### src/rtl/core/nipd_pkg.sv
// Shared types and constants for the NEC infrared pulse decoder.
// Used by the front stage, the request queue, the back stage and the top level.
package nipd_pkg;

   typedef enum logic [1:0] {
      OP_EDGE = 2'd0,
      OP_TICK = 2'd1,
      OP_READ = 2'd2
   } opcode_type;

   typedef enum logic [2:0] {
      CSR_EXPECTED_ADDRESS = 3'd0,
      CSR_START_MIN        = 3'd1,
      CSR_START_MAX        = 3'd2,
      CSR_ZERO_MIN         = 3'd3,
      CSR_ZERO_MAX         = 3'd4,
      CSR_ONE_MIN          = 3'd5,
      CSR_ONE_MAX          = 3'd6,
      CSR_RELEASE_TICKS    = 3'd7
   } csr_index_type;

   localparam logic [15:0] REPEAT_LOW   = 16'd4500;
   localparam logic [15:0] REPEAT_HIGH  = 16'd6000;
   localparam logic [5:0]  START_EDGE   = 6'd2;
   localparam logic [5:0]  FRAME_EDGES  = 6'd34;
   localparam logic [5:0]  REPEAT_EDGES = 6'd40;
   localparam logic [7:0]  BYTE_MASK    = 8'hff;

   localparam logic [7:0]  RST_EXPECTED_ADDRESS = 8'd0;
   localparam logic [15:0] RST_START_MIN        = 16'd6000;
   localparam logic [15:0] RST_START_MAX        = 16'd8000;
   localparam logic [15:0] RST_ZERO_MIN         = 16'd450;
   localparam logic [15:0] RST_ZERO_MAX         = 16'd700;
   localparam logic [15:0] RST_ONE_MIN          = 16'd800;
   localparam logic [15:0] RST_ONE_MAX          = 16'd1300;
   localparam logic [1:0]  RST_RELEASE_TICKS    = 2'd2;

   typedef struct packed {
      logic [7:0]  expected_address;
      logic [15:0] start_min;
      logic [15:0] start_max;
      logic [15:0] zero_min;
      logic [15:0] zero_max;
      logic [15:0] one_min;
      logic [15:0] one_max;
      logic [1:0]  release_ticks;
   } cfg_type;

   typedef struct packed {
      logic [1:0] opcode;
      logic       line_level;
      logic       start_ok;
      logic       zero_ok;
      logic       one_ok;
      logic       repeat_ok;
   } item_type;

endpackage

### src/rtl/core/nipd_front.sv
// Front stage: accepts requests, measures pulse widths and classifies them.
// Depends on nipd_pkg for the configuration and queue item types.
module nipd_front
   import nipd_pkg::*;
(
   input  logic        clock,
   input  logic        reset,
   input  logic        req_valid,
   input  logic [1:0]  req_opcode,
   input  logic [15:0] req_capture_time,
   input  logic        req_line_level,
   output logic        req_stall,
   input  cfg_type     cfg,
   input  logic        queue_full,
   output logic        push,
   output item_type    push_item
);

   logic [15:0] previous_capture_ff;
   logic [15:0] previous_capture_in;
   logic [15:0] width;

   assign req_stall = queue_full;
   assign push      = req_valid && !queue_full;
   assign width     = req_capture_time - previous_capture_ff;

   always_comb begin
      push_item.opcode     = req_opcode;
      push_item.line_level = req_line_level;
      push_item.start_ok   = (width > cfg.start_min) && (width < cfg.start_max);
      push_item.zero_ok    = (width > cfg.zero_min) && (width < cfg.zero_max);
      push_item.one_ok     = (width > cfg.one_min) && (width < cfg.one_max);
      push_item.repeat_ok  = (width > REPEAT_LOW) && (width < REPEAT_HIGH);
   end

   always_comb begin
      previous_capture_in = previous_capture_ff;
      if (push && (opcode_type'(req_opcode) == OP_EDGE)) begin
         previous_capture_in = req_capture_time;
      end
   end

   always_ff @(posedge clock) begin
      if (reset) begin
         previous_capture_ff <= '0;
      end else begin
         previous_capture_ff <= previous_capture_in;
      end
   end

endmodule

### src/rtl/core/nipd_queue.sv
// Short request queue between the front and back stages.
// Depends on nipd_pkg for the queue item type.
module nipd_queue
   import nipd_pkg::*;
#(
   parameter int DEPTH = 2
) (
   input  logic     clock,
   input  logic     reset,
   input  logic     push,
   input  item_type push_item,
   input  logic     pop,
   output item_type head_item,
   output logic     full,
   output logic     empty
);

   localparam int PTR_W   = (DEPTH > 1) ? $clog2(DEPTH) : 1;
   localparam int COUNT_W = $clog2(DEPTH + 1);
   localparam logic [PTR_W-1:0]   LAST_PTR  = PTR_W'(DEPTH - 1);
   localparam logic [COUNT_W-1:0] DEPTH_CNT = COUNT_W'(DEPTH);

   item_type            entry_ff [DEPTH];
   logic [PTR_W-1:0]    wr_ptr_ff;
   logic [PTR_W-1:0]    wr_ptr_in;
   logic [PTR_W-1:0]    rd_ptr_ff;
   logic [PTR_W-1:0]    rd_ptr_in;
   logic [COUNT_W-1:0]  count_ff;
   logic [COUNT_W-1:0]  count_in;

   assign full      = (count_ff == DEPTH_CNT);
   assign empty     = (count_ff == '0);
   assign head_item = entry_ff[rd_ptr_ff];

   always_comb begin
      wr_ptr_in = wr_ptr_ff;
      rd_ptr_in = rd_ptr_ff;
      count_in  = count_ff;
      if (push) begin
         wr_ptr_in = (wr_ptr_ff == LAST_PTR) ? '0 : wr_ptr_ff + 1'b1;
      end
      if (pop) begin
         rd_ptr_in = (rd_ptr_ff == LAST_PTR) ? '0 : rd_ptr_ff + 1'b1;
      end
      if (push && !pop) begin
         count_in = count_ff + 1'b1;
      end else if (pop && !push) begin
         count_in = count_ff - 1'b1;
      end
   end

   always_ff @(posedge clock) begin
      if (push) begin
         entry_ff[wr_ptr_ff] <= push_item;
      end
   end

   always_ff @(posedge clock) begin
      if (reset) begin
         wr_ptr_ff <= '0;
         rd_ptr_ff <= '0;
         count_ff  <= '0;
      end else begin
         wr_ptr_ff <= wr_ptr_in;
         rd_ptr_ff <= rd_ptr_in;
         count_ff  <= count_in;
      end
   end

endmodule

### src/rtl/core/nipd_back.sv
// Back stage: runs the decode state machine on classified requests and
// holds the response register. Depends on nipd_pkg.
module nipd_back
   import nipd_pkg::*;
(
   input  logic        clock,
   input  logic        reset,
   input  cfg_type     cfg,
   input  logic        queue_empty,
   input  item_type    head_item,
   output logic        pop,
   output logic        rsp_valid,
   input  logic        rsp_stall,
   output logic        rsp_key_ready,
   output logic [7:0]  rsp_command_byte,
   output logic [7:0]  rsp_address_byte,
   output logic [7:0]  rsp_repeat_total,
   output logic [1:0]  rsp_phase
);

   typedef enum logic [1:0] {
      PH_IDLE      = 2'd0,
      PH_RECEIVING = 2'd1,
      PH_REPEAT    = 2'd2
   } phase_type;

   phase_type   phase_ff;
   phase_type   phase_in;
   logic [31:0] shift_ff;
   logic [31:0] shift_in;
   logic [5:0]  edge_count_ff;
   logic [5:0]  edge_count_in;
   logic [5:0]  edge_next;
   logic        ready_ff;
   logic        ready_in;
   logic [7:0]  address_ff;
   logic [7:0]  address_in;
   logic [7:0]  command_ff;
   logic [7:0]  command_in;
   logic [7:0]  repeat_ff;
   logic [7:0]  repeat_in;
   logic [1:0]  release_ff;
   logic [1:0]  release_in;
   logic        key_out;
   logic        frame_ok;

   logic        rsp_valid_ff;
   logic        rsp_valid_in;
   logic        rsp_key_ready_ff;
   logic [7:0]  rsp_command_ff;
   logic [7:0]  rsp_address_ff;
   logic [7:0]  rsp_repeat_ff;
   logic [1:0]  rsp_phase_ff;

   assign pop       = !queue_empty && (!rsp_valid_ff || !rsp_stall);
   assign edge_next = edge_count_ff + 6'd1;

   always_comb begin
      phase_in      = phase_ff;
      shift_in      = shift_ff;
      edge_count_in = edge_count_ff;
      ready_in      = ready_ff;
      address_in    = address_ff;
      command_in    = command_ff;
      repeat_in     = repeat_ff;
      release_in    = release_ff;
      frame_ok      = 1'b0;
      key_out       = ready_ff;
      if (pop) begin
         case (opcode_type'(head_item.opcode))
            OP_EDGE: begin
               release_in    = '0;
               edge_count_in = edge_next;
               case (phase_ff)
                  PH_RECEIVING: begin
                     if (edge_next > START_EDGE) begin
                        shift_in = {shift_ff[30:0], 1'b0};
                        if (head_item.zero_ok) begin
                           shift_in[0] = 1'b0;
                        end else if (head_item.one_ok) begin
                           shift_in[0] = 1'b1;
                        end else begin
                           shift_in      = '0;
                           edge_count_in = '0;
                           phase_in      = PH_IDLE;
                           repeat_in     = '0;
                        end
                        if (edge_next == FRAME_EDGES) begin
                           address_in = shift_in[31:24];
                           frame_ok   = ((shift_in[31:24] ^ shift_in[23:16]) == BYTE_MASK)
                                     && ((shift_in[15:8] ^ shift_in[7:0]) == BYTE_MASK)
                                     && (shift_in[31:24] == cfg.expected_address);
                           if (frame_ok) begin
                              command_in = shift_in[15:8];
                              ready_in   = 1'b1;
                              phase_in   = PH_REPEAT;
                           end else begin
                              shift_in      = '0;
                              edge_count_in = '0;
                              phase_in      = PH_IDLE;
                              repeat_in     = '0;
                           end
                        end
                     end
                  end
                  PH_REPEAT: begin
                     if (edge_next == REPEAT_EDGES) begin
                        ready_in      = 1'b1;
                        edge_count_in = FRAME_EDGES;
                        if (head_item.repeat_ok) begin
                           repeat_in = repeat_ff + 8'd1;
                        end
                     end
                  end
                  default: begin
                     if (edge_next == START_EDGE) begin
                        if (head_item.start_ok) begin
                           phase_in = PH_RECEIVING;
                        end else begin
                           shift_in      = '0;
                           edge_count_in = '0;
                           phase_in      = PH_IDLE;
                           repeat_in     = '0;
                        end
                     end
                  end
               endcase
               key_out = ready_in;
            end
            OP_TICK: begin
               if (head_item.line_level) begin
                  if (release_ff != 2'd3) begin
                     release_in = release_ff + 2'd1;
                  end
                  if (release_in >= cfg.release_ticks) begin
                     shift_in      = '0;
                     edge_count_in = '0;
                     phase_in      = PH_IDLE;
                     repeat_in     = '0;
                  end
               end
               key_out = ready_in;
            end
            OP_READ: begin
               ready_in = 1'b0;
            end
            default: begin
               key_out = ready_ff;
            end
         endcase
      end
   end

   always_comb begin
      rsp_valid_in = rsp_valid_ff && rsp_stall;
      if (pop) begin
         rsp_valid_in = 1'b1;
      end
   end

   always_ff @(posedge clock) begin
      if (reset) begin
         phase_ff      <= PH_IDLE;
         shift_ff      <= '0;
         edge_count_ff <= '0;
         ready_ff      <= 1'b0;
         address_ff    <= '0;
         command_ff    <= '0;
         repeat_ff     <= '0;
         release_ff    <= '0;
         rsp_valid_ff  <= 1'b0;
      end else begin
         phase_ff      <= phase_in;
         shift_ff      <= shift_in;
         edge_count_ff <= edge_count_in;
         ready_ff      <= ready_in;
         address_ff    <= address_in;
         command_ff    <= command_in;
         repeat_ff     <= repeat_in;
         release_ff    <= release_in;
         rsp_valid_ff  <= rsp_valid_in;
      end
   end

   always_ff @(posedge clock) begin
      if (pop) begin
         rsp_key_ready_ff <= key_out;
         rsp_command_ff   <= command_in;
         rsp_address_ff   <= address_in;
         rsp_repeat_ff    <= repeat_in;
         rsp_phase_ff     <= phase_in;
      end
   end

   assign rsp_valid        = rsp_valid_ff;
   assign rsp_key_ready    = rsp_key_ready_ff;
   assign rsp_command_byte = rsp_command_ff;
   assign rsp_address_byte = rsp_address_ff;
   assign rsp_repeat_total = rsp_repeat_ff;
   assign rsp_phase        = rsp_phase_ff;

`ifndef ASSERT_OFF
   a_idle_count: assert property (@(posedge clock) disable iff (reset)
      (phase_ff == PH_IDLE) |-> (edge_count_ff < START_EDGE))
      else $error("idle phase holds an edge count past the start edge");

   a_receiving_count: assert property (@(posedge clock) disable iff (reset)
      (phase_ff == PH_RECEIVING) |-> (edge_count_ff >= START_EDGE
                                      && edge_count_ff < FRAME_EDGES))
      else $error("receiving phase edge count out of frame range");

   a_repeat_count: assert property (@(posedge clock) disable iff (reset)
      (phase_ff == PH_REPEAT) |-> (edge_count_ff >= FRAME_EDGES
                                   && edge_count_ff < REPEAT_EDGES))
      else $error("repeat phase edge count out of repeat range");

   a_no_overwrite: assert property (@(posedge clock) disable iff (reset)
      (rsp_valid_ff && rsp_stall) |-> !pop)
      else $error("request taken while a stalled response is pending");
`endif

endmodule

### src/rtl/core/nec_ir_pulse_decoder_top.sv
// NEC infrared pulse decoder top level: configuration registers, front stage,
// request queue and back stage. Depends on nipd_pkg and the nipd_* modules.
//
// The block takes one request per clock cycle while its queue is not full and
// gives one response for each request, in order. A request is classified in
// the same cycle it is accepted and written to the queue; the back stage's
// state update takes it from the queue head and registers the response, which
// is offered the next cycle. Sustained throughput is one request per cycle
// while responses are not stalled, set by that state update; from acceptance a
// request passes the queue entry and then the response register before its
// response is valid. The queue holds QUEUE_DEPTH requests, so up to that many
// can be accepted while a response is stalled. Configuration writes are always
// ready and are registered; they are meant for times when no request is in flight.
module nec_ir_pulse_decoder_top
   import nipd_pkg::*;
#(
   parameter int QUEUE_DEPTH = 2
) (
   input  logic        clock,
   input  logic        reset,
   input  logic        req_valid,
   output logic        req_stall,
   input  logic [1:0]  req_opcode,
   input  logic [15:0] req_capture_time,
   input  logic        req_line_level,
   output logic        rsp_valid,
   input  logic        rsp_stall,
   output logic        rsp_key_ready,
   output logic [7:0]  rsp_command_byte,
   output logic [7:0]  rsp_address_byte,
   output logic [7:0]  rsp_repeat_total,
   output logic [1:0]  rsp_phase,
   input  logic        csr_valid,
   output logic        csr_ready,
   input  logic [2:0]  csr_index,
   input  logic [15:0] csr_data
);

   cfg_type  cfg_ff;
   cfg_type  cfg_in;
   logic     push;
   item_type push_item;
   logic     pop;
   item_type head_item;
   logic     queue_full;
   logic     queue_empty;

   assign csr_ready = 1'b1;

   always_comb begin
      cfg_in = cfg_ff;
      if (csr_valid && csr_ready) begin
         case (csr_index_type'(csr_index))
            CSR_EXPECTED_ADDRESS: cfg_in.expected_address = csr_data[7:0];
            CSR_START_MIN:        cfg_in.start_min        = csr_data;
            CSR_START_MAX:        cfg_in.start_max        = csr_data;
            CSR_ZERO_MIN:         cfg_in.zero_min         = csr_data;
            CSR_ZERO_MAX:         cfg_in.zero_max         = csr_data;
            CSR_ONE_MIN:          cfg_in.one_min          = csr_data;
            CSR_ONE_MAX:          cfg_in.one_max          = csr_data;
            CSR_RELEASE_TICKS:    cfg_in.release_ticks    = csr_data[1:0];
            default:              cfg_in = cfg_ff;
         endcase
      end
   end

   always_ff @(posedge clock) begin
      if (reset) begin
         cfg_ff.expected_address <= RST_EXPECTED_ADDRESS;
         cfg_ff.start_min        <= RST_START_MIN;
         cfg_ff.start_max        <= RST_START_MAX;
         cfg_ff.zero_min         <= RST_ZERO_MIN;
         cfg_ff.zero_max         <= RST_ZERO_MAX;
         cfg_ff.one_min          <= RST_ONE_MIN;
         cfg_ff.one_max          <= RST_ONE_MAX;
         cfg_ff.release_ticks    <= RST_RELEASE_TICKS;
      end else begin
         cfg_ff <= cfg_in;
      end
   end

   nipd_front u_front (
      .clock            (clock),
      .reset            (reset),
      .req_valid        (req_valid),
      .req_opcode       (req_opcode),
      .req_capture_time (req_capture_time),
      .req_line_level   (req_line_level),
      .req_stall        (req_stall),
      .cfg              (cfg_ff),
      .queue_full       (queue_full),
      .push             (push),
      .push_item        (push_item)
   );

   nipd_queue #(
      .DEPTH (QUEUE_DEPTH)
   ) u_queue (
      .clock     (clock),
      .reset     (reset),
      .push      (push),
      .push_item (push_item),
      .pop       (pop),
      .head_item (head_item),
      .full      (queue_full),
      .empty     (queue_empty)
   );

   nipd_back u_back (
      .clock            (clock),
      .reset            (reset),
      .cfg              (cfg_ff),
      .queue_empty      (queue_empty),
      .head_item        (head_item),
      .pop              (pop),
      .rsp_valid        (rsp_valid),
      .rsp_stall        (rsp_stall),
      .rsp_key_ready    (rsp_key_ready),
      .rsp_command_byte (rsp_command_byte),
      .rsp_address_byte (rsp_address_byte),
      .rsp_repeat_total (rsp_repeat_total),
      .rsp_phase        (rsp_phase)
   );

endmodule
### config.mk
export PLATFORM = sky130hd
export DESIGN_NAME = nec_ir_pulse_decoder_top
export DESIGN_NICKNAME = d
export VERILOG_FILES = /design/src/rtl/core/nipd_pkg.sv /design/src/rtl/core/nipd_front.sv /design/src/rtl/core/nipd_queue.sv /design/src/rtl/core/nipd_back.sv /design/src/rtl/core/nec_ir_pulse_decoder_top.sv
export SDC_FILE = /design/constraint.sdc
export NUM_CORES = 1
export LEC_CHECK = 0
export BUFFER_PORTS_ARGS = -buffer_cell sky130_fd_sc_hd__clkbuf_2
export CAP_MARGIN = 20
export CORE_MARGIN = 8
export CORE_UTILIZATION = 40
export DETAILED_ROUTE_END_ITERATION = 10
export GPL_TIMING_DRIVEN = 0
export PLACE_DENSITY = 0.59
export SYNTH_ARGS = -nofsm -noshare
export SYNTH_HDL_FRONTEND = slang
export SYNTH_SLANG_ARGS = --single-unit
### constraint.sdc
create_clock -name clock -period 4.48 [get_ports clock]
set_clock_uncertainty 0.1 [all_clocks]
set_input_delay 0.224 -clock clock [delete_from_list [all_inputs] [get_ports clock]]
set_output_delay 0.224 -clock clock [all_outputs]
set_load 0.01 [all_outputs]
Yosys cells after proc, flatten, opt, wreduce, memory -nomap -nowiden --
Memories as Yosys holds them, arrays and structs flattened. A register that Yosys moved wholly into a read port is not among the register bits. Cells that the tools add are included.
Operators by class: $add $sub $neg 8, magnitude comparators 10, eq/ne operators 25, multiplexer cells 92, bitwise logic cells 2, reductions and logical operators 38
Operators with widths (count):
- $mux 31 | 13
- $mux 8 | 23
- $pmux 31 s2 | 2
- $mux 6 | 10
- $gt 16x16->1 | 3
- $lt 16x16->1 | 3
- $mux 2 | 16
- $pmux 8 s2 | 2
- $pmux 6 s2 | 2
- $mux 1 | 19
- $reduce_and 2->1 | 9
- $eq 8x8->1 const B | 2
- $gt 16x13->1 const B | 1
- $lt 16x13->1 const B | 1
- $sub 16x16->16 | 1
- $xor 8x8->8 | 2
- $eq 3x3->1 const B | 4
- $eq 6x6->1 const B | 2
- $logic_and 1x1->1 | 12
- $pmux 2 s2 | 3
- $add 8x1->8 const B | 1
- $eq 8x8->1 | 1
- $reduce_and 8->1 | 1
- $add 6x1->6 const B | 1
- other kinds (22) | 41
Word-level totals: register bits 220, memory bits (writable) 14, input port bits 43, output and inout port bits 30, logic and storage cells 202, memories 1
Memory list:
- u_queue.entry_ff | words 2, bits a word 7, read ports 1, clocked after memory_dff 1, write ports 1, line nipd_queue.sv:23 | item_type entry_ff [DEPTH];

Depth between registers and ports, before layout --
depth after elaboration 16, depth in mapped cells 17, mapped depth without buffers 17

Cells and area by module --
From an unflattened synthesis, not the netlist that was laid out.
Second synthesis, totals: cells, all modules 1432, area, all modules 13215.2 sq um
By module, submodules not included:
- nipd_back | instances 1, cells each 474, area an instance 4491.8 sq um, sequential area each 2152.1 sq um
- nec_ir_pulse_decoder_top | instances 1, cells each 393, area an instance 4225.3 sq um, sequential area each 2122.0 sq um
- nipd_front | instances 1, cells each 521, area an instance 3786.1 sq um, sequential area each 320.3 sq um
- nipd_queue | instances 1, cells each 44, area an instance 711.9 sq um, sequential area each 520.5 sq um

Worst setup path before layout --
OpenSTA, ideal clock, no wires.
path kind register to register, from register u_front.previous_capture_ff[0], to memory u_queue.entry_ff[0][3] (netlist bit) (data pin), setup time 0.203 ns, arrival 3.667 ns, required time 4.177 ns, setup slack 0.510 ns, stages on the path, launching flop included 16, path buffers 0, period minus slack after synthesis 3.970 ns, path through dfxtp_1 -> ha_1 -> inv_1 -> fa_1 -> a21o_1 -> a221o_1 -> a211o_1 -> or3_1 -> o21ai_0 -> xnor2_1 -> ha_1 -> and3_1 -> a221o_1 -> a21oi_1 -> o31ai_1 -> a2111oi_2
RTL lines:
- start, declared | line nipd_front.sv:19 | logic [15:0] previous_capture_ff;
- start signal, assigned | line nipd_front.sv:47 | previous_capture_ff <= previous_capture_in;
- end, declared | line nipd_queue.sv:23

==> out/metrics.cfg <==
[floorplanning]
design.die.area_mm2=0.0372
rows=64
initial_core_util_pct=40.8
fp.dieW_um=193
die_h_um=193
coreArea_mm2=0.0307
io_pins=73

[power_and_ir_drop]
swShare_pct=30.6
p_leak_uw=0.00599
pwr-share-seq_pct=40.2
ir_worst_vdd_mv=0.299
power.net_switching_uw=1860
clockPowerShare_pct=35.7
power_density_mw_per_mm2=410
p_int_uw=4210
pwr-share-comb_pct=24.2

[outcome]
status=completed

[sta]
holdWs_ns=0.00827
grt_setup_unrepaired=true
finalSetupViolCount=0
hold_violations=0
slew_headroom_pct=38.7
fmax_ghz=0.232
finalCritPeriodShare_pct=96.4
drv_slew=0
fin_crit_ns=4.32
worst_slew_pin_slew_ns=0.917

[drt]
drtIter0Drc=667
vias=10800
routed_wl_mm=34.8
drcViolationCount=0
drtPass1Iterations=5
vias_per_cell=5.35
wl_per_cell_um=17.2
ant_nets=0

[grt]
first_global_vias=10400
grt_busiest_layer=met2
track_usage_pct=18.6
met2_usage_pct=32.3
grt_pass1_wl_mm=55.2
grt_max_degree=29
grt_overflow=0
met1_usage_pct=24.0
antenna_found_initial=0
grtUsageMet3_pct=2.24

[logic_synthesis]
syn-num-nets=1609
synth_edf_count=41
avgSynthCellArea_um2=8.57
synth_top_area_cell=dfxtp_1
ys_ff_latch=235
synth_area_mm2=0.0125
synth_ff_type=dfxtp_1
synthTopCellsByArea=dfxtp_1, ha_1, edfxtp_1
synthCells=1460
async_flop_share_pct=0
synth.distinct_cells=84
yosysWarnings=0
yosysSeqAreaShare_pct=40.9
yosysMostFrequentCell=nand2_1
synth_common_cells=nand2_1, dfxtp_1, a21oi_1
synth_top_area_share_pct=31.0

[critical_path]
crit_path_cell_trace=dlygate4sd3_1, clkbuf_2, inv_1, ha_1, inv_1, fa_1, a21o_1, a221o_1, a211o_1, or3_1, o21ai_2, xnor2_4, ha_4, and3_1, nand3_2, nor3b_2, nand2_1, o31ai_1, and3b_2
cp-start-kind=input pin
cp_num_buf_inv=4
path_class=input pin to flip-flop
cp.required_ns=4.67
cp.arrival_ns=4.51
critical_path.slowest_cell=dlygate4sd3_1
crit_family=compound AO/OA/AOI/OAI gates
crit_path_max_incr_delay_ns=0.53
reg2reg_slack_ns=0.19
end_kind=flip-flop
crit_fanout=6
cp_common_cell=inv_1

[clock_tree]
cts_sinks=235
insertion_delay_ns=0.54
cts_buffers=28
cts_tree=built
clk_path_buf_depth=3
clkSlewWorstSetupHoldPaths_ns=0.06
htreeDepth=1
clockRootBuffer=clkbuf_16

[place]
place_hpwl_mm=25.3
portBuffers=67
gp_congestion=0.895
dp.cells=1927

[finish]
drive_gt1_share_pct=11.5
finalNonFillerCells=2019
antenna_cells=0
syn2layout_area_growth_pct=18.3
fin_nets=1753
utilization_pct=48.3
fillers=3037

[flow_run]
max_cap_violations=0

[hold_path]
hp-class=input pin to flip-flop

power groups by stage:
stage                     registers, uW  logic (uW)  clock network [uW]
final                              2440        1470                2160
after detailed placement           2490        1350                   0
after global routing               2460        1630                2290
after global placement             2480        1320                   0
after floorplan                    2530         812                   0
after CTS                          2440        1410                2200
layout by cell type, fill, tap and decap left out, drive strengths merged, types with 7 or more instances in the layout:
master,n
a211o,20
a211oi,7
a21o,16
a21oi,144
a22o,32
a31oi,9
and3,17
buf,24
clkbuf,159
dfxtp,194
dlygate4sd3,33
edfxtp,41
ha,105
inv,123
mux2i,7
nand2,283
nand2b,14
nand3,33
nand3b,18
nand4,14
nor2,57
nor2b,33
nor3,18
o2111ai,7
o21ai,51
o31ai,11
or3,7
xnor2,14
xor2,16
cells by family (layout without fill, tap and decap cells):
group	count (synthesis)	count (layout)	share of synthesized area, %
AO/OA/AOI/OAI	356	356	18.6
adder cells (fa/ha/maj)	110	110	11.0
buffers and inverters	182	345	5.76
other	1	1	0.0300
XOR/XNOR	33	33	2.71
AND/OR/NAND/NOR	535	535	20.4
multiplexers	8	8	0.650
flip-flops	235	235	40.9
flip-flops by register name (all words and copies together) (netlist names), 6 cells and up, named ones only:
signal                       flops
u_back.repeat_ff                 8
u_back.rsp_address_byte          8
u_back.rsp_command_byte          8
cfg_ff                         106
u_back.command_ff                8
u_back.shift_ff                 31
u_back.edge_count_ff             6
u_back.address_ff                8
u_queue.entry_ff                14
u_front.previous_capture_ff     16
u_back.rsp_repeat_total          8
worst reg2reg max path, stage by stage, from the launching register on:
cell and delay, ns:
dfxtp_1 0.33, ha_1 0.17, inv_1 0.05, fa_1 0.40, a21o_1 0.21, a221o_1 0.37, a211o_1 0.32, or3_1 0.33
o21ai_2 0.12, xnor2_4 0.19, ha_4 0.32, and3_1 0.18, nand3_2 0.13, nor3b_2 0.22, nand2_1 0.11, o31ai_1 0.22
and3b_2 0.27
path summary, 6_finish.rpt:
check	startpoint	to	cells after the start
setup / recovery	req_capture_time[0]	u_queue.entry_ff[0][1]$_DFFE_PP_	19
setup reg to reg	u_front.previous_capture_ff[0]$_SDFFE_PP0P_	u_queue.entry_ff[0][1]$_DFFE_PP_	16
hold reg to reg	cfg_ff[34]$_SDFFE_PP0P_	cfg_ff[34]$_SDFFE_PP0P_	2
hold / removal	csr_data[1]	cfg_ff[83]$_SDFFE_PP0P_	3
repair_timing:
item,CTS,global route
pin swaps,2,10
buffers inserted,4,5
resized for setup,6,17
hold buffers,33,0
endpoints found under the setup margin,6,6
endpoints found under the hold margin,93,0
layout make-up:
cell class	count	area, um2	area share [%]
clock inverter	6	48.8	0.330
timing repair buffer	114	791	5.34
tap	396	495	3.35
clock buffer	43	837	5.65
inverter	123	462	3.12
multi-input combinational	1043	6800	45.9
buffer	59	259	1.75
sequential	235	5110	34.5
stage by stage:
step | area [um2] | total power (uW) | setup TNS [ns] | worst slack (ns)
2_1_floorplan | 12500 | 3340 | 0 | 0.510
3_3_place_gp | 13300 | 3800 | -1.54 | -0.281
3_5_place_dp | 13400 | 3840 | -1.57 | -0.324
4_1_cts | 14600 | 6050 | 0 | 0.0123
5_1_grt | 14800 | 6380 | -0.0700 | -0.0350
6_report | 14800 | 6070 | 0 | 0.161
per-layer routing:
layer,vias up,routed length (um)
met5,-,0
met4,0,864
met3,54,1990
met2,258,16500
met1,5076,15400
li1,5404,-
Power figures use the tool's default switching activity.
